$ cat config.mk
export PLATFORM = sky130hd
export DESIGN_NAME = dual_quadrature_decoder_unit
export DESIGN_NICKNAME = d
export VERILOG_FILES = /design/src/rtl/dqd_pkg.sv /design/src/rtl/dqd_wheel.sv /design/src/rtl/dual_quadrature_decoder_unit.sv
export VERILOG_INCLUDE_DIRS = /design/src /design/src/rtl
export SDC_FILE = /design/constraint.sdc
export NUM_CORES = 1
export LEC_CHECK = 0
export ABC_AREA = 0
export BUFFER_PORTS_ARGS = -buffer_cell sky130_fd_sc_hd__buf_2
export CORE_MARGIN = 5
export CORE_UTILIZATION = 61
export CTS_CLUSTER_SIZE = 20
export DETAILED_ROUTE_END_ITERATION = 10
export PLACE_DENSITY = 0.82
export SETUP_SLACK_MARGIN = 0.02
export SYNTH_ARGS = -nofsm -noshare
export SYNTH_HDL_FRONTEND = slang
export SYNTH_SLANG_ARGS = --single-unit
$ cat constraint.sdc
create_clock -name clk_i -period 10.8 [get_ports clk_i]
set_clock_uncertainty 0.2 [all_clocks]
set_input_delay 1.08 -clock clk_i [delete_from_list [all_inputs] [get_ports clk_i]]
set_output_delay 1.08 -clock clk_i [all_outputs]
set_load 0.01 [all_outputs]
$ cat src/rtl/dual_quadrature_decoder_unit_defines.svh
// Assertion macros for the dual quadrature decoder RTL.
`ifndef DUAL_QUADRATURE_DECODER_UNIT_DEFINES_SVH
`define DUAL_QUADRATURE_DECODER_UNIT_DEFINES_SVH

// Check a property on every clock edge outside reset.
`define DQD_ASSERT(lbl, prop, msg) \
  lbl: assert property (@(posedge clk_i) disable iff (!rst_ni) prop) else $error(msg);

// Check a property on every clock edge, reset included.
`define DQD_ASSERT_ALWAYS(lbl, prop, msg) \
  lbl: assert property (@(posedge clk_i) prop) else $error(msg);

`endif

$ cat src/rtl/dqd_pkg.sv
// Types and constants of the dual quadrature decoder.
package dqd_pkg;

  // Input item operation codes.
  typedef enum logic [0:0] {
    OP_SAMPLE = 1'b0,
    OP_CLEAR  = 1'b1
  } op_e;

  // Counting mode.
  typedef enum logic [0:0] {
    MODE_X2 = 1'b0,
    MODE_X4 = 1'b1
  } mode_e;

  // Count step chosen by one wheel decoder.
  typedef enum logic [1:0] {
    STEP_HOLD = 2'b00,
    STEP_INC  = 2'b01,
    STEP_DEC  = 2'b10
  } step_e;

  // Register indexes on the configuration port.
  localparam logic [0:0] REG_ENCODING_MODE = 1'b0;

  // Decoder verdict for one wheel.
  typedef struct packed {
    logic  store;
    step_e step;
  } wheel_upd_t;

  // One result item.
  typedef struct packed {
    logic signed [31:0] left_count;
    logic signed [31:0] right_count;
    logic signed [31:0] mean_distance;
  } result_t;

endpackage

$ cat src/rtl/dqd_wheel.sv
// Quadrature transition decoder for one wheel.
module dqd_wheel (
  input  dqd_pkg::mode_e      mode_i,
  input  logic [1:0]          prev_i,
  input  logic [1:0]          cur_i,
  output dqd_pkg::wheel_upd_t upd_o
);

  logic [1:0] diff;

  assign diff = prev_i ^ cur_i;

  // Classify the transition from the stored state to the new sample.
  always_comb begin
    upd_o.store = 1'b0;
    upd_o.step  = dqd_pkg::STEP_HOLD;
    case (mode_i)
      dqd_pkg::MODE_X2: begin
        // Act only on an edge of channel A.
        if (diff[1]) begin
          upd_o.store = 1'b1;
          if (diff[0]) begin
            // 11<->00 counts up, 10<->01 counts down.
            upd_o.step = (prev_i[1] == prev_i[0]) ? dqd_pkg::STEP_INC : dqd_pkg::STEP_DEC;
          end
        end
      end
      dqd_pkg::MODE_X4: begin
        upd_o.store = 1'b1;
        // A single-bit change counts; a double change is skipped.
        if (diff[1] ^ diff[0]) begin
          upd_o.step = (prev_i[0] ^ cur_i[1]) ? dqd_pkg::STEP_DEC : dqd_pkg::STEP_INC;
        end
      end
      default: begin
        upd_o.store = 1'b0;
        upd_o.step  = dqd_pkg::STEP_HOLD;
      end
    endcase
  end

endmodule

$ cat src/rtl/dual_quadrature_decoder_unit.sv
// Top level of the dual quadrature decoder: counters, config port and output buffer.
//
// Usage: each input transfer carries either a sample of both wheels' A and B
// lines (operation 0) or a clear of both counts (operation 1). Every input
// transfer yields exactly one result transfer with both counts and their
// mean, truncated toward zero. The counts update at the edge that accepts
// the input, and the result is registered into the output or skid register.
// Throughput is one item per cycle while in_ready_o is high; the only loop is the count increment.
// A two-entry output buffer (output register plus skid register) keeps
// in_ready_o high while one result waits; in_ready_o drops only when both
// entries hold results the receiver has not taken.
// The counting mode is set through the APB port (register 0, bit 0:
// 0 = X2, 1 = X4); write it only while the block is idle.
// Reset clears counts, stored line states, the mode and the buffer. The
// first sample after reset only records the line states.
`include "dual_quadrature_decoder_unit_defines.svh"

module dual_quadrature_decoder_unit #(
  parameter int unsigned COUNT_WIDTH = 32
) (
  input  logic               clk_i,
  input  logic               rst_ni,
  // APB configuration port
  input  logic               psel,
  input  logic               penable,
  input  logic               pwrite,
  input  logic [2:0]         paddr,
  input  logic [31:0]        pwdata,
  output logic [31:0]        prdata,
  output logic               pready,
  // Input channel
  input  logic               in_valid_i,
  output logic               in_ready_o,
  input  logic               operation_i,
  input  logic               left_chan_a_i,
  input  logic               left_chan_b_i,
  input  logic               right_chan_a_i,
  input  logic               right_chan_b_i,
  // Output channel
  output logic               out_valid_o,
  input  logic               out_ready_i,
  output logic signed [31:0] left_count_o,
  output logic signed [31:0] right_count_o,
  output logic signed [31:0] mean_distance_o
);

  localparam int unsigned OutW  = (COUNT_WIDTH > 32) ? COUNT_WIDTH : 32;
  localparam int unsigned MeanW = (COUNT_WIDTH + 1 > 32) ? COUNT_WIDTH + 1 : 32;

  dqd_pkg::mode_e mode_q;
  logic           primed_q, primed_d;
  logic [1:0]     left_last_q, left_last_d;
  logic [1:0]     right_last_q, right_last_d;
  logic signed [COUNT_WIDTH-1:0] left_q, left_d;
  logic signed [COUNT_WIDTH-1:0] right_q, right_d;

  logic [1:0] left_cur, right_cur;
  dqd_pkg::wheel_upd_t left_upd, right_upd;

  logic accept, take, cfg_write;
  logic signed [COUNT_WIDTH:0] sum;
  logic signed [COUNT_WIDTH:0] half;
  logic signed [OutW-1:0]  left_ext, right_ext;
  logic signed [MeanW-1:0] mean_ext;
  dqd_pkg::result_t result;

  logic             out_valid_q, skid_valid_q;
  dqd_pkg::result_t out_data_q, skid_data_q;

  // Configuration port: always ready, one register.
  assign pready    = 1'b1;
  assign cfg_write = psel && penable && pwrite && pready;

  always_comb begin
    prdata = '0;
    if (paddr[2] == dqd_pkg::REG_ENCODING_MODE) begin
      prdata[0] = mode_q;
    end
  end

  always_ff @(posedge clk_i or negedge rst_ni) begin
    if (!rst_ni) begin
      mode_q <= dqd_pkg::MODE_X2;
    end else if (cfg_write && paddr[2] == dqd_pkg::REG_ENCODING_MODE) begin
      mode_q <= dqd_pkg::mode_e'(pwdata[0]);
    end
  end

  // Handshakes.
  assign in_ready_o = !skid_valid_q;
  assign accept     = in_valid_i && in_ready_o;
  assign take       = out_valid_q && out_ready_i;

  // Per-wheel transition decode.
  assign left_cur  = {left_chan_a_i, left_chan_b_i};
  assign right_cur = {right_chan_a_i, right_chan_b_i};

  dqd_wheel u_left (
    .mode_i (mode_q),
    .prev_i (left_last_q),
    .cur_i  (left_cur),
    .upd_o  (left_upd)
  );

  dqd_wheel u_right (
    .mode_i (mode_q),
    .prev_i (right_last_q),
    .cur_i  (right_cur),
    .upd_o  (right_upd)
  );

  // Next counts and stored states.
  always_comb begin
    primed_d     = primed_q;
    left_last_d  = left_last_q;
    right_last_d = right_last_q;
    left_d       = left_q;
    right_d      = right_q;
    if (accept) begin
      if (operation_i == dqd_pkg::OP_CLEAR) begin
        left_d  = '0;
        right_d = '0;
      end else if (!primed_q) begin
        primed_d     = 1'b1;
        left_last_d  = left_cur;
        right_last_d = right_cur;
      end else begin
        if (left_upd.store) begin
          left_last_d = left_cur;
        end
        if (right_upd.store) begin
          right_last_d = right_cur;
        end
        case (left_upd.step)
          dqd_pkg::STEP_INC: left_d = left_q + COUNT_WIDTH'(1);
          dqd_pkg::STEP_DEC: left_d = left_q - COUNT_WIDTH'(1);
          default:           left_d = left_q;
        endcase
        case (right_upd.step)
          dqd_pkg::STEP_INC: right_d = right_q + COUNT_WIDTH'(1);
          dqd_pkg::STEP_DEC: right_d = right_q - COUNT_WIDTH'(1);
          default:           right_d = right_q;
        endcase
      end
    end
  end

  always_ff @(posedge clk_i or negedge rst_ni) begin
    if (!rst_ni) begin
      primed_q     <= 1'b0;
      left_last_q  <= 2'b00;
      right_last_q <= 2'b00;
      left_q       <= '0;
      right_q      <= '0;
    end else begin
      primed_q     <= primed_d;
      left_last_q  <= left_last_d;
      right_last_q <= right_last_d;
      left_q       <= left_d;
      right_q      <= right_d;
    end
  end

  // Mean of both counts, rounded toward zero.
  always_comb begin
    sum  = (COUNT_WIDTH + 1)'(left_d) + (COUNT_WIDTH + 1)'(right_d);
    half = sum >>> 1;
    if (sum[COUNT_WIDTH] && sum[0]) begin
      half = half + (COUNT_WIDTH + 1)'(1);
    end
    left_ext  = OutW'(left_d);
    right_ext = OutW'(right_d);
    mean_ext  = MeanW'(half);
    result.left_count    = left_ext[31:0];
    result.right_count   = right_ext[31:0];
    result.mean_distance = mean_ext[31:0];
  end

  // Output register with a skid entry behind it.
  always_ff @(posedge clk_i or negedge rst_ni) begin
    if (!rst_ni) begin
      out_valid_q  <= 1'b0;
      skid_valid_q <= 1'b0;
    end else if (skid_valid_q) begin
      if (take) begin
        out_valid_q  <= 1'b1;
        skid_valid_q <= 1'b0;
      end
    end else if (accept) begin
      if (!out_valid_q || take) begin
        out_valid_q <= 1'b1;
      end else begin
        skid_valid_q <= 1'b1;
      end
    end else if (take) begin
      out_valid_q <= 1'b0;
    end
  end

  always_ff @(posedge clk_i) begin
    if (skid_valid_q) begin
      if (take) begin
        out_data_q <= skid_data_q;
      end
    end else if (accept) begin
      if (!out_valid_q || take) begin
        out_data_q <= result;
      end else begin
        skid_data_q <= result;
      end
    end
  end

  assign out_valid_o     = out_valid_q;
  assign left_count_o    = out_data_q.left_count;
  assign right_count_o   = out_data_q.right_count;
  assign mean_distance_o = out_data_q.mean_distance;

  // Assertions.
  `DQD_ASSERT_ALWAYS(a_skid_behind_out, skid_valid_q |-> out_valid_q, "skid entry without output entry")
  `DQD_ASSERT(a_clear_zeroes, accept && operation_i == dqd_pkg::OP_CLEAR |=> left_q == '0 && right_q == '0, "clear did not zero the counts")
  `DQD_ASSERT(a_first_sample_records, accept && !primed_q && operation_i == dqd_pkg::OP_SAMPLE |=> $stable(left_q) && $stable(right_q) && primed_q, "first sample changed a count")

endmodule
---- Word level (Yosys, flattened, before mapping) ----
Cells that the tools add are included.
operators by class
  add/subtract/negate cells ............... 6
  $mul .................................... 0
  divide/modulo/power cells ............... 0
  $lt $le $gt $ge ......................... 0
  equal/unequal tests ..................... 10
  shift-type cells ........................ 0
  muxes and demuxes ....................... 39
  bitwise logic cells ..................... 11
  reduce and logical (&&, ||, !) cells .... 18
operators by type and width
  operator                                                                  number
  96-bit 2-to-1 mux                                                         4
  32-bit 2-to-1 mux                                                         7
  32-bit case mux with 2 select lines                                       2
  32-bit by 2-bit adder with 32-bit output (second input constant)          3
  32-bit by 2-bit subtractor with 32-bit output (second input constant)     2
  32-bit by 32-bit adder with 33-bit output                                 1
  2-bit 2-to-1 mux                                                          12
  3-bit AND reduction                                                       5
  3-bit case mux with 2 select lines                                        2
  1-bit 2-to-1 mux                                                          10
  1-bit logical AND                                                         6
  3-bit 2-to-1 mux                                                          2
  2-bit nonzero test                                                        3
  1-bit NOT                                                                 5
  2-bit by 1-bit equality test with 1-bit output (second input constant)    2
  2-bit equality test (second input constant)                               2
  2-bit by 1-bit inequality test with 1-bit output (second input constant)  2
  1-bit XOR                                                                 4
  2-bit XOR                                                                 2
  3-bit by 1-bit inequality test with 1-bit output (second input constant)  1
  1-bit equality test                                                       2
  1-bit logical NOT                                                         2
  2-bit inequality test (second input constant)                             1
  2-bit AND reduction                                                       1
  1-bit logical OR                                                          1
storage, ports and cells
  register bits ........................... 264
  latch bits .............................. 0
  bits in writable memories ............... 0
  bits in read-only memories .............. 0
  input bits .............................. 47
  output and inout port bits .............. 131
  word-level logic and storage cells ...... 98
  memories ................................ 0

---- Logic depth before layout (Yosys ltp) ----
Gate-level depths: netlist of the first run.
  depth after elaboration ................. 16
  mapped depth ............................ 37
  depth with buffers taken out ............ 28

---- By module ----
A second synthesis of the first run with hierarchy kept.
second synthesis, totals
  cells, all modules ...................... 2009
  area total of the unflattened synthesis .. 18200.0 sq um
modules (own cells, without submodules)
  module                        times used  cells an instance  area an instance (sq um)  seq. area each (sq um)
  dual_quadrature_decoder_unit  1           1983               18027.3                   7567.3
  dqd_wheel                     2           13                 86.3                      0.0

---- Worst setup path before layout of the first run ----
OpenSTA, ideal clock, no wires.
  kind .................................... input to register
  start ................................... input right_chan_a_i
  end ..................................... register out_data_q (netlist bit mean_distance_o[27]) (data pin)
  setup time .............................. 260 ps
  arrival ................................. 8420 ps
  data required time ...................... 10340 ps
  path slack .............................. 1920 ps
  stages on the path ...................... 37
  path buffers ............................ 9
  cells stage by stage .................... nor2b_1 -> nor3b_1 -> a31oi_1 -> o21ai_0 -> ha_1 -> buf_2 -> clkbuf_1 -> clkbuf_1 -> buf_2 -> buf_2 -> buf_2 -> buf_1 -> xor2_1 -> ha_1 -> and3b_1 -> o21ai_0 -> a21oi_1 -> o211ai_1 -> and3_1 -> o21a_1 -> a21oi_1 -> or3_1 -> or4_1 -> o211ai_1 -> ha_1 -> clkbuf_1 -> nand2_1 -> o21ai_0 -> a21oi_1 -> o31ai_1 -> a22oi_2 -> and3_1 -> clkbuf_1 -> or3b_1 -> nor4_2 -> xnor2_1 -> mux2_2
on the way
  word-level cells in the longest chain between the ends .. 15
  elaborated cells on any way between the ends .. 20
  classes of those cells .................. 2 x add/sub; 2 x eq/ne; 12 x mux; 3 x bitwise; 1 x reduce/logical
ends and longest elaborated chain
  element                                                                                line                                                                      source
  from (decl)                                                                            dual_quadrature_decoder_unit.sv:37                                        input logic right_chan_a_i,
  1-bit XOR or 2-bit XOR (tied branches)                                                 dqd_wheel.sv:32, dqd_wheel.sv:11
  2-bit 2-to-1 mux or 1-bit XOR (tied branches)                                          dqd_wheel.sv:32, dqd_wheel.sv:31
  2-bit 2-to-1 mux                                                                       dqd_wheel.sv:31                                                           if (diff[1] ^ diff[0]) begin
  3-bit case mux with 2 select lines *                                                   dqd_wheel.sv:17                                                           case (mode_i)
  2-bit equality test or 2-bit by 1-bit equality test with 1-bit output (tied branches)  dual_quadrature_decoder_unit.sv:139                                       case (right_upd.step)
  32-bit case mux with 2 select lines *                                                  dual_quadrature_decoder_unit.sv:139
  32-bit 2-to-1 mux *                                                                    dual_quadrature_decoder_unit.sv:123                                       end else if (!primed_q) begin
  32-bit 2-to-1 mux *                                                                    dual_quadrature_decoder_unit.sv:120                                       if (operation_i == dqd_pkg::OP_CLEAR) begin
  32-bit 2-to-1 mux *                                                                    dual_quadrature_decoder_unit.sv:119                                       if (accept) begin
  net right_d[26]                                                                        dual_quadrature_decoder_unit.sv:55                                        logic signed [COUNT_WIDTH-1:0] right_q, right_d;
  32-bit by 32-bit adder with 33-bit output *                                            dual_quadrature_decoder_unit.sv:166                                       sum = (COUNT_WIDTH + 1)'(left_d) + (COUNT_WIDTH + 1)'(right_d);
  32-bit by 2-bit adder with 32-bit output or 1-bit logical AND (tied branches)          dual_quadrature_decoder_unit.sv:169, dual_quadrature_decoder_unit.sv:168
  32-bit 2-to-1 mux *                                                                    dual_quadrature_decoder_unit.sv:168                                       if (sum[COUNT_WIDTH] && sum[0]) begin
  net half[27]                                                                           dual_quadrature_decoder_unit.sv:62                                        logic signed [COUNT_WIDTH:0] half;
  96-bit 2-to-1 mux *                                                                    dual_quadrature_decoder_unit.sv:206                                       if (!out_valid_q || take) begin
  96-bit 2-to-1 mux *                                                                    dual_quadrature_decoder_unit.sv:205                                       end else if (accept) begin
  96-bit 2-to-1 mux *                                                                    dual_quadrature_decoder_unit.sv:201                                       if (skid_valid_q) begin
  to (signal assigned)                                                                   dual_quadrature_decoder_unit.sv:203                                       out_data_q <= skid_data_q;
  to (signal assigned)                                                                   dual_quadrature_decoder_unit.sv:207                                       out_data_q <= result;
  to (decl)                                                                              dual_quadrature_decoder_unit.sv:68                                        dqd_pkg::result_t out_data_q, skid_data_q;
The timed path passes the listed nets; every way through them passes the cells marked *. The select of a mux whose other input is x is not followed.
A chain may end at the register's enable or synchronous reset.

---- Worst setup path in the final report of the first run ----
  start ................................... input left_chan_a_i
  end ..................................... register skid_data_q[29] (netlist name) (data pin)
on the way
  word-level cells in the longest chain between the ends .. 12
  elaborated cells on any way between the ends .. 17
  classes of those cells .................. 2 x add/sub; 2 x eq/ne; 9 x mux; 3 x bitwise; 1 x reduce/logical
ends and longest elaborated chain
  element                                                                                line                                                                      source
  from (decl)                                                                            dual_quadrature_decoder_unit.sv:35                                        input logic left_chan_a_i,
  1-bit XOR or 2-bit XOR (tied branches)                                                 dqd_wheel.sv:32, dqd_wheel.sv:11
  2-bit 2-to-1 mux or 1-bit XOR (tied branches)                                          dqd_wheel.sv:32, dqd_wheel.sv:31
  2-bit 2-to-1 mux                                                                       dqd_wheel.sv:31
  3-bit case mux with 2 select lines *                                                   dqd_wheel.sv:17
  2-bit equality test or 2-bit by 1-bit equality test with 1-bit output (tied branches)  dual_quadrature_decoder_unit.sv:134                                       case (left_upd.step)
  32-bit case mux with 2 select lines *                                                  dual_quadrature_decoder_unit.sv:134
  32-bit 2-to-1 mux *                                                                    dual_quadrature_decoder_unit.sv:123
  32-bit 2-to-1 mux *                                                                    dual_quadrature_decoder_unit.sv:120
  32-bit 2-to-1 mux *                                                                    dual_quadrature_decoder_unit.sv:119
  net left_d[24]                                                                         dual_quadrature_decoder_unit.sv:54                                        logic signed [COUNT_WIDTH-1:0] left_q, left_d;
  32-bit by 32-bit adder with 33-bit output *                                            dual_quadrature_decoder_unit.sv:166
  32-bit by 2-bit adder with 32-bit output or 1-bit logical AND (tied branches)          dual_quadrature_decoder_unit.sv:169, dual_quadrature_decoder_unit.sv:168
  32-bit 2-to-1 mux *                                                                    dual_quadrature_decoder_unit.sv:168
  net half[29]                                                                           dual_quadrature_decoder_unit.sv:62
  to (signal assigned)                                                                   dual_quadrature_decoder_unit.sv:209                                       skid_data_q <= result;
  to (decl)                                                                              dual_quadrature_decoder_unit.sv:68
The timed path passes the listed nets; every way through them passes the cells marked *.

==> flow_metrics.env, run 1 <==
export IMPL_ys_seq_elements=264
export IMPL_critPathKind="in -> reg"
export IMPL_gr_total_overflow=0
export IMPL_p_int_mw=3.310
export IMPL_clkLatencyLatePin_ns=0.56
export IMPL_vias=16080
export IMPL_drt_iter0_markers=1862
export IMPL_antenna_cells=0
export IMPL_ioPinCount=178
export IMPL_yosysTopAreaCell="edfxtp_1"
export IMPL_grt_use_total_pct=31.22
export IMPL_ys_seq_area_share_pct=42.41
export IMPL_drtPass1Iterations=6
export IMPL_htreeDepth=1
export IMPL_cp_slowest_stage_delay_ns=0.88
export IMPL_endpoint_kind="register"
export IMPL_detail_route_antenna_nets=0
export IMPL_synth_flop_cell="edfxtp_1"
export IMPL_gp_congestion=0.9572
export IMPL_wirelength_um=53090
export IMPL_peakVddDrop_uv=172.5
export IMPL_cts_buffers=28
export IMPL_syn2layout_area_growth_pct=8.752
export IMPL_switching_power_mw=2.715
export IMPL_powerDensity_nw_per_um2=310.5
export IMPL_hold_class="in -> async"
export IMPL_viasPerCell=6.769
export IMPL_cpMostUsedCell="a21oi_1"
export IMPL_antenna_found_initial=1
export IMPL_whs_ns=0.2365
export IMPL_hpwl_um=36420
export IMPL_cap_violations=0
export IMPL_cts_root_buffer="clkbuf_16"
export IMPL_dieWidth_um=181.0
export IMPL_ys_top_cells_by_area="edfxtp_1 32%, dfrtp_1 10%, o21ai_0 4.6%"
export IMPL_drive_above_1_share_pct=14.16
export IMPL_clock_sinks=264
export IMPL_fin_setup_tns_ns=0
export IMPL_wl_per_cell_um=22.35
export IMPL_status="finished clean"
export IMPL_worstSetupStartpointType="primary input"
export IMPL_placedCellCount=2323
export IMPL_required_ns=10.91
export IMPL_clock_path_buffers=3
export IMPL_synth_top_cell_area_share_pct=32.31
export IMPL_max_slew_margin_pct=9.780
export IMPL_utilization_pct=67.42
export IMPL_clkPwrFrac_pct=16.8
export IMPL_ys_async_sr_fraction_pct=27.27
export IMPL_maxSlewViolCount=0
export IMPL_drc=0
export IMPL_path_buf_inv=1
export IMPL_switching_share_pct=45.06
export IMPL_cp_arrival_ns=8.97
export IMPL_finalCritPeriodShare_pct=82.11
export IMPL_setup_viol=0
export IMPL_post_cts_buffers=0
export IMPL_synthCells=1951
export IMPL_start_util_pct=61.99
export IMPL_die_area_um2=32770
export IMPL_seqPwrFrac_pct=32.5
export IMPL_finalCriticalPeriod_ns=8.868
export IMPL_ys_warn_count=0
export IMPL_syn_mean_instance_area_um2=9.145
export IMPL_synth_common_cells="192 x edfxtp_1, 169 x nand2_1, 165 x o21ai_0, 155 x a21oi_1, 129 x clkbuf_1"
export IMPL_synth_most_common_cell="edfxtp_1"
export IMPL_worst_slew_pin_slew_ns=1.336
export IMPL_grt_pass1_vias=14880
export IMPL_grt_pass1_wl_um=83530
export IMPL_num_rows=62
export IMPL_die_height_um=181.0
export IMPL_max_freq_mhz=112.8
export IMPL_p_leak_nw=7.295
export IMPL_grt_setup_unrepaired="false"
export IMPL_slowest_stage="a2111oi_0"
export IMPL_cts_resized=0
export IMPL_final_cells=2375
export IMPL_synthDistinctLibCells=89
export IMPL_finalHoldViolCount=0
export IMPL_nets=2056
export IMPL_syn_area_um2=17840
export IMPL_grt_max_degree=83
export IMPL_critPathTopFamily="compound AO/OA/AOI/OAI gates"
export IMPL_core_um2=28780
export IMPL_cts_tree="done"
export IMPL_combPwrFrac_pct=50.7
export IMPL_holdBufCountCts=0
export IMPL_synth_edff_count=192
export IMPL_crit_fanout=24
export IMPL_clk_pin_slew_ns=0.06
export IMPL_portBuffers=112
## logic make-up after synthesis
family	after synthesis	share of synthesized area, %
adders and majority gates	40	2.847
muxes	71	4.383
and+or+nand+nor	658	18.86
DFF	264	42.41
AOI/OAI and AO/OA	589	21.00
xor gates and xnor gates	101	4.958
other	2	0.04209
buffers and inverters	226	5.505
## registers in the layout, indices dropped and copies added, names as in the netlist, 2 cells and up
signal           cells
right_last_q         2
left_q              32
right_q             32
skid_data_q         96
mean_distance_o     32
right_count_o       32
left_count_o        32
left_last_q          2
## placed cells by master (no fill, tap or decap), types with 29 or more instances in the layout
cell,netlist,final
nand3_1,79,79
ha_1,39,37
nand2_1,169,169
buf_2,8,112
a21oi_1,155,154
inv_1,35,35
conb_1,2,32
nor3_1,57,57
edfxtp_1,192,192
mux2_2,57,57
dfrtp_1,72,72
nor2_1,128,127
clkbuf_16,0,29
o21ai_0,165,165
xnor2_1,79,79
nand4_1,43,43
o31ai_1,32,32
buf_4,33,33
## power groups by stage
| stage | sequential, mW | clock [mW] | combinational (mW) |
|---|---|---|---|
| floorplan | 1.89 | 0 | 2.15 |
| global placement | 1.94 | 0 | 2.90 |
| detailed placement | 1.96 | 0 | 2.96 |
| CTS | 1.94 | 1.02 | 3.00 |
| global route | 2.00 | 1.07 | 3.31 |
| finish | 1.96 | 1.01 | 3.06 |
## worst paths after layout
| kind | startpoint | endpoint | slack [ns] | depth (start not counted) |
|---|---|---|---|---|
| worst max-delay path | left_chan_a_i | skid_data_q[29] | 1.93 | 27 |
| worst min-delay path | rst_ni | left_last_q[0] | 0.24 | 1 |
| worst max register to register | left_last_q[1] | skid_data_q[29] | 2.15 | 26 |
| worst min register to register | skid_data_q[7] | mean_distance_o[7] | 0.34 | 2 |
| max in group asynchronous | rst_ni | right_q[2] | 8.94 | 2 |
| min in group clk_i | skid_data_q[7] | mean_distance_o[7] | 0.34 | 2 |
## layout make-up
type | count | area [µm²]
timing repair buffer | 145 | 808.3
tap | 384 | 480.5
sequential | 264 | 7567
clock buffer | 34 | 764.5
clock inverter | 18 | 200.2
multi-input combinational | 1491 | 9434
inverter | 39 | 148.9
fill | 2202 | 9376
## metrics by stage
stage / power [mW] / setup WS [ns] / instance area [µm²]
6_report: 6.025 / 1.932 / 19400
5_1_grt: 6.381 / 1.402 / 19400
4_1_cts: 5.970 / 2.124 / 19400
3_5_place_dp: 4.919 / 1.744 / 18440
3_3_place_gp: 4.835 / 1.907 / 18440
2_1_floorplan: 4.047 / 1.920 / 17950
## routing by layer
metal | up-vias | track usage, % | share of wire, %
li1 | 7323 | - | -
met1 | 7642 | 43.88 | 41
met2 | 947 | 49.49 | 45
met3 | 163 | 4.906 | 9.5
met4 | 2 | 11.35 | 4.5
met5 | - | 0 | 0.034
Note: power is estimated with default switching activity, not from simulation.
==> run 2: changes to the inputs <==
--- a/config.mk
+++ b/config.mk
@@ -6,13 +6,13 @@
 export SDC_FILE = /design/constraint.sdc
 export NUM_CORES = 1
 export LEC_CHECK = 0
-export ABC_AREA = 0
+export ABC_AREA = 1
 export BUFFER_PORTS_ARGS = -buffer_cell sky130_fd_sc_hd__buf_2
 export CORE_MARGIN = 5
-export CORE_UTILIZATION = 61
+export CORE_UTILIZATION = 55
 export CTS_CLUSTER_SIZE = 20
 export DETAILED_ROUTE_END_ITERATION = 10
-export PLACE_DENSITY = 0.82
+export PLACE_DENSITY = 0.78
 export SETUP_SLACK_MARGIN = 0.02
 export SYNTH_ARGS = -nofsm -noshare
 export SYNTH_HDL_FRONTEND = slang
==> constraint.sdc (replaced) <==
create_clock -name clk_i -period 7.4 [get_ports clk_i]
set_clock_uncertainty 0.2 [all_clocks]
set_input_delay 0.74 -clock clk_i [delete_from_list [all_inputs] [get_ports clk_i]]
set_output_delay 0.74 -clock clk_i [all_outputs]
set_load 0.01 [all_outputs]
==> run 2 against run 1 <==
  * Hold slack lost 0.0018 ns
  * Critical path depth grew 13
  * Synthesized cell count grew 38%
  * Final cell count grew 41%
  * Combinational power grew 130%
  * Wire length grew 10%
  * Non-clock buffer count grew 75
  * Sequential share of layout area shrank 3.2 points
  * Count of clock-buffer cells in the layout is the same
  * Cell area grew 9.1%
  * Highest routed layer is now met4
  * Sequential power grew 36%
  * Largest power group unchanged
  * Synthesized area grew 4.8%
==> flow_metrics.env, run 2 <==
export IMPL_hold_class="in -> reg"
export IMPL_syn2layout_area_growth_pct=13.16
export IMPL_combPwrFrac_pct=63.7
export IMPL_synth_common_cells="1007 x nand2_1, 350 x inv_1, 270 x nor2_1, 192 x edfxtp_1, 139 x nand3_1"
export IMPL_endpoint_kind="register"
export IMPL_gr_total_overflow=0
export IMPL_setup_viol=0
export IMPL_gp_congestion=0.9915
export IMPL_largest_register_ffs=96
export IMPL_die_height_um=194.4
export IMPL_synthCells=2696
export IMPL_worstSetupStartpointType="register"
export IMPL_crit_fanout=24
export IMPL_hp_start="right_chan_a_i"
export IMPL_die_area_um2=37800
export IMPL_grt_pass1_wl_um=91960
export IMPL_vias=18230
export IMPL_cts_root_buffer="clkbuf_16"
export IMPL_wl_per_cell_um=17.43
export IMPL_post_cts_buffers=0
export IMPL_finalHoldViolCount=0
export IMPL_r2r_end="mean_distance_o[30]"
export IMPL_ioPinCount=178
export IMPL_num_rows=67
export IMPL_portBuffers=112
export IMPL_dr_wl_met2_um=26560
export IMPL_critPathKind="reg -> reg"
export IMPL_seqPwrFrac_pct=23.6
export IMPL_slowest_stage="dfrtp_1"
export IMPL_detail_route_antenna_nets=0
export IMPL_r2r_start="left_last_q[1]"
export IMPL_final_common_cell="nand2_1"
export IMPL_p_leak_nw=10.48
export IMPL_holdPathStages=3
export IMPL_drive_above_1_share_pct=12.71
export IMPL_grt_use_total_pct=30.09
export IMPL_nets=2969
export IMPL_drc=0
export IMPL_antenna_found_initial=0
export IMPL_ys_seq_elements=264
export IMPL_viasPerCell=5.437
export IMPL_ys_async_sr_fraction_pct=27.27
export IMPL_p_int_mw=5.522
export IMPL_ys_top_cells_by_area="edfxtp_1 31%, nand2_1 20%, dfrtp_1 9.6%"
export IMPL_peakVddDrop_uv=471.8
export IMPL_highest_layer="met4"
export IMPL_worst_slew_pin_slew_ns=1.128
export IMPL_clkLatencyLatePin_ns=0.57
export IMPL_synth_flop_cell="edfxtp_1"
export IMPL_clock_sinks=264
export IMPL_synth_most_common_cell="nand2_1"
export IMPL_clk_pin_slew_ns=0.07
export IMPL_drtPass1Iterations=5
export IMPL_cts_buffers=28
export IMPL_max_freq_mhz=146.8
export IMPL_clock_path_buffers=3
export IMPL_wl_met3_um=4613
export IMPL_grt_max_degree=102
export IMPL_wirelength_um=58440
export IMPL_yosysTopAreaCell="edfxtp_1"
export IMPL_fin_setup_tns_ns=0
export IMPL_cp_arrival_ns=6.94
export IMPL_final_cell_mix="1007 x nand2_1, 349 x inv_1, 266 x nor2_1"
export IMPL_hold_path_end="right_last_q[1]"
export IMPL_clkPwrFrac_pct=12.7
export IMPL_powerDensity_nw_per_um2=533.1
export IMPL_syn_mean_instance_area_um2=6.939
export IMPL_finalCritPeriodShare_pct=92.05
export IMPL_required_ns=7.53
export IMPL_max_slew_margin_pct=24.77
export IMPL_ys_seq_area_share_pct=40.45
export IMPL_status="finished clean"
export IMPL_grt_setup_unrepaired="false"
export IMPL_dieWidth_um=194.4
export IMPL_syn_area_um2=18710
export IMPL_worst_slack_ns=0.5881
export IMPL_synthDistinctLibCells=54
export IMPL_switching_share_pct=51.06
export IMPL_grt_pass1_vias=17080
export IMPL_post_place_ws_ns=0.3409
export IMPL_switching_power_mw=5.762
export IMPL_cp_slowest_stage_delay_ns=0.42
export IMPL_maxSlewViolCount=0
export IMPL_synth_edff_count=192
export IMPL_drt_iter0_markers=1650
export IMPL_cts_tree="done"
export IMPL_reg2reg_setup_slack_ns=0.59
export IMPL_cpMostUsedCell="nand2_1"
export IMPL_start_util_pct=55.79
export IMPL_core_um2=33530
export IMPL_hpwl_um=44510
export IMPL_finalCriticalPeriod_ns=6.812
export IMPL_synth_top_cell_area_share_pct=30.82
export IMPL_htreeDepth=1
export IMPL_wl_met1_um=25860
export IMPL_largest_register="skid_data_q"
export IMPL_utilization_pct=63.13
export IMPL_cap_violations=0
export IMPL_rr_worst_depth=40
export IMPL_ys_warn_count=0
-- run 2: cell count changes after synthesis, sizes merged, moves of 17 or more --
cell / change
and3: -29
xnor2: -56
or3: -28
clkbuf: -91
nand3: +63
nor2: +178
inv: +327
a21oi: -35
nor3: -38
nor2b: -19
o21a: -17
nand2: +851
o31ai: -31
mux2: -55
-- run 2: worst max path at each step --
stage	start	endpoint	slack [ns]	depth (start not counted)
after CTS	left_last_q[1]	mean_distance_o[28]	0.80	35
after global placement	left_chan_a_i	skid_data_q[31]	0.56	34
final	left_last_q[1]	mean_distance_o[30]	0.59	40
after floorplan	in_valid_i	left_count_o[0]	1.16	5
after detailed placement	left_chan_a_i	mean_distance_o[30]	0.34	41
after global routing	right_last_q[1]	mean_distance_o[30]	0.11	38
-- run 2: through the flow --
| step | std cells | instance area [µm²] | hold WS [ns] | power (mW) |
|---|---|---|---|---|
| floorplan | 2726 | 18820 | 0.2444 | 7.330 |
| global placement | 3299 | 20220 | 0.3015 | 9.552 |
| detailed placement | 3299 | 20220 | 0.3072 | 9.713 |
| CTS | 3352 | 21170 | 0.2098 | 11.21 |
| global route | 3352 | 21170 | 0.2303 | 12.16 |
| finish | 3353 | 21170 | 0.2347 | 11.28 |
-- run 2: routing by layer --
layer,up-vias,track usage [%]
li1,8878,-
met1,8514,42.60
met2,745,49.06
met3,93,4.155
met4,0,7.917
met5,-,0
-- run 2: worst max-delay path, delay by kind of cell, from the launching register on --
kind                     cells  cell delay (ns)
AO/OA/AOI/OAI                5             0.83
XOR/XNOR                     1             0.19
adder cells (fa/ha/maj)      2             0.80
buffers and inverters        4             0.62
flip-flops                   1             0.42
AND/OR/NAND/NOR             28             3.46
-- run 2: power by group through the flow --
stage	Clock, mW	Sequential, mW	Combinational (mW)
after floorplan	0	2.83	4.50
final	1.43	2.66	7.19
after CTS	1.46	2.66	7.09
after global placement	0	2.66	6.89
after detailed placement	0	2.68	7.03
after global routing	1.52	2.72	7.92
-- run 2: layout make-up --
class,instances,area [µm²]
antenna,1,2.502
clock buffer,34,775.7
clock inverter,18,161.4
fill,3098,12360
inverter,370,1389
multi-input combinational,1998,9321
sequential,264,7571
tap,448,560.5
timing repair buffer,220,1386
-- run 2: kinds of logic (layout without fill, tap and decap cells) --
| logic type | after synthesis | after routing | synth area share [%] |
|---|---|---|---|
| and+or+nand+nor | 1545 | 1545 | 34.00 |
| buffers and inverters | 464 | 642 | 10.45 |
| AOI/OAI and AO/OA | 326 | 326 | 9.571 |
| DFF | 264 | 264 | 40.45 |
| xor gates and xnor gates | 53 | 53 | 2.642 |
| adders and majority gates | 40 | 40 | 2.716 |
| other | 2 | 33 | 0.04015 |
| muxes | 2 | 2 | 0.1204 |
-- run 2: what timing repair did --
item | in CTS | in global routing
hold buffers | 1 | 0
gates resized for setup | 0 | 0
endpoints found under the hold margin | 12 | 0
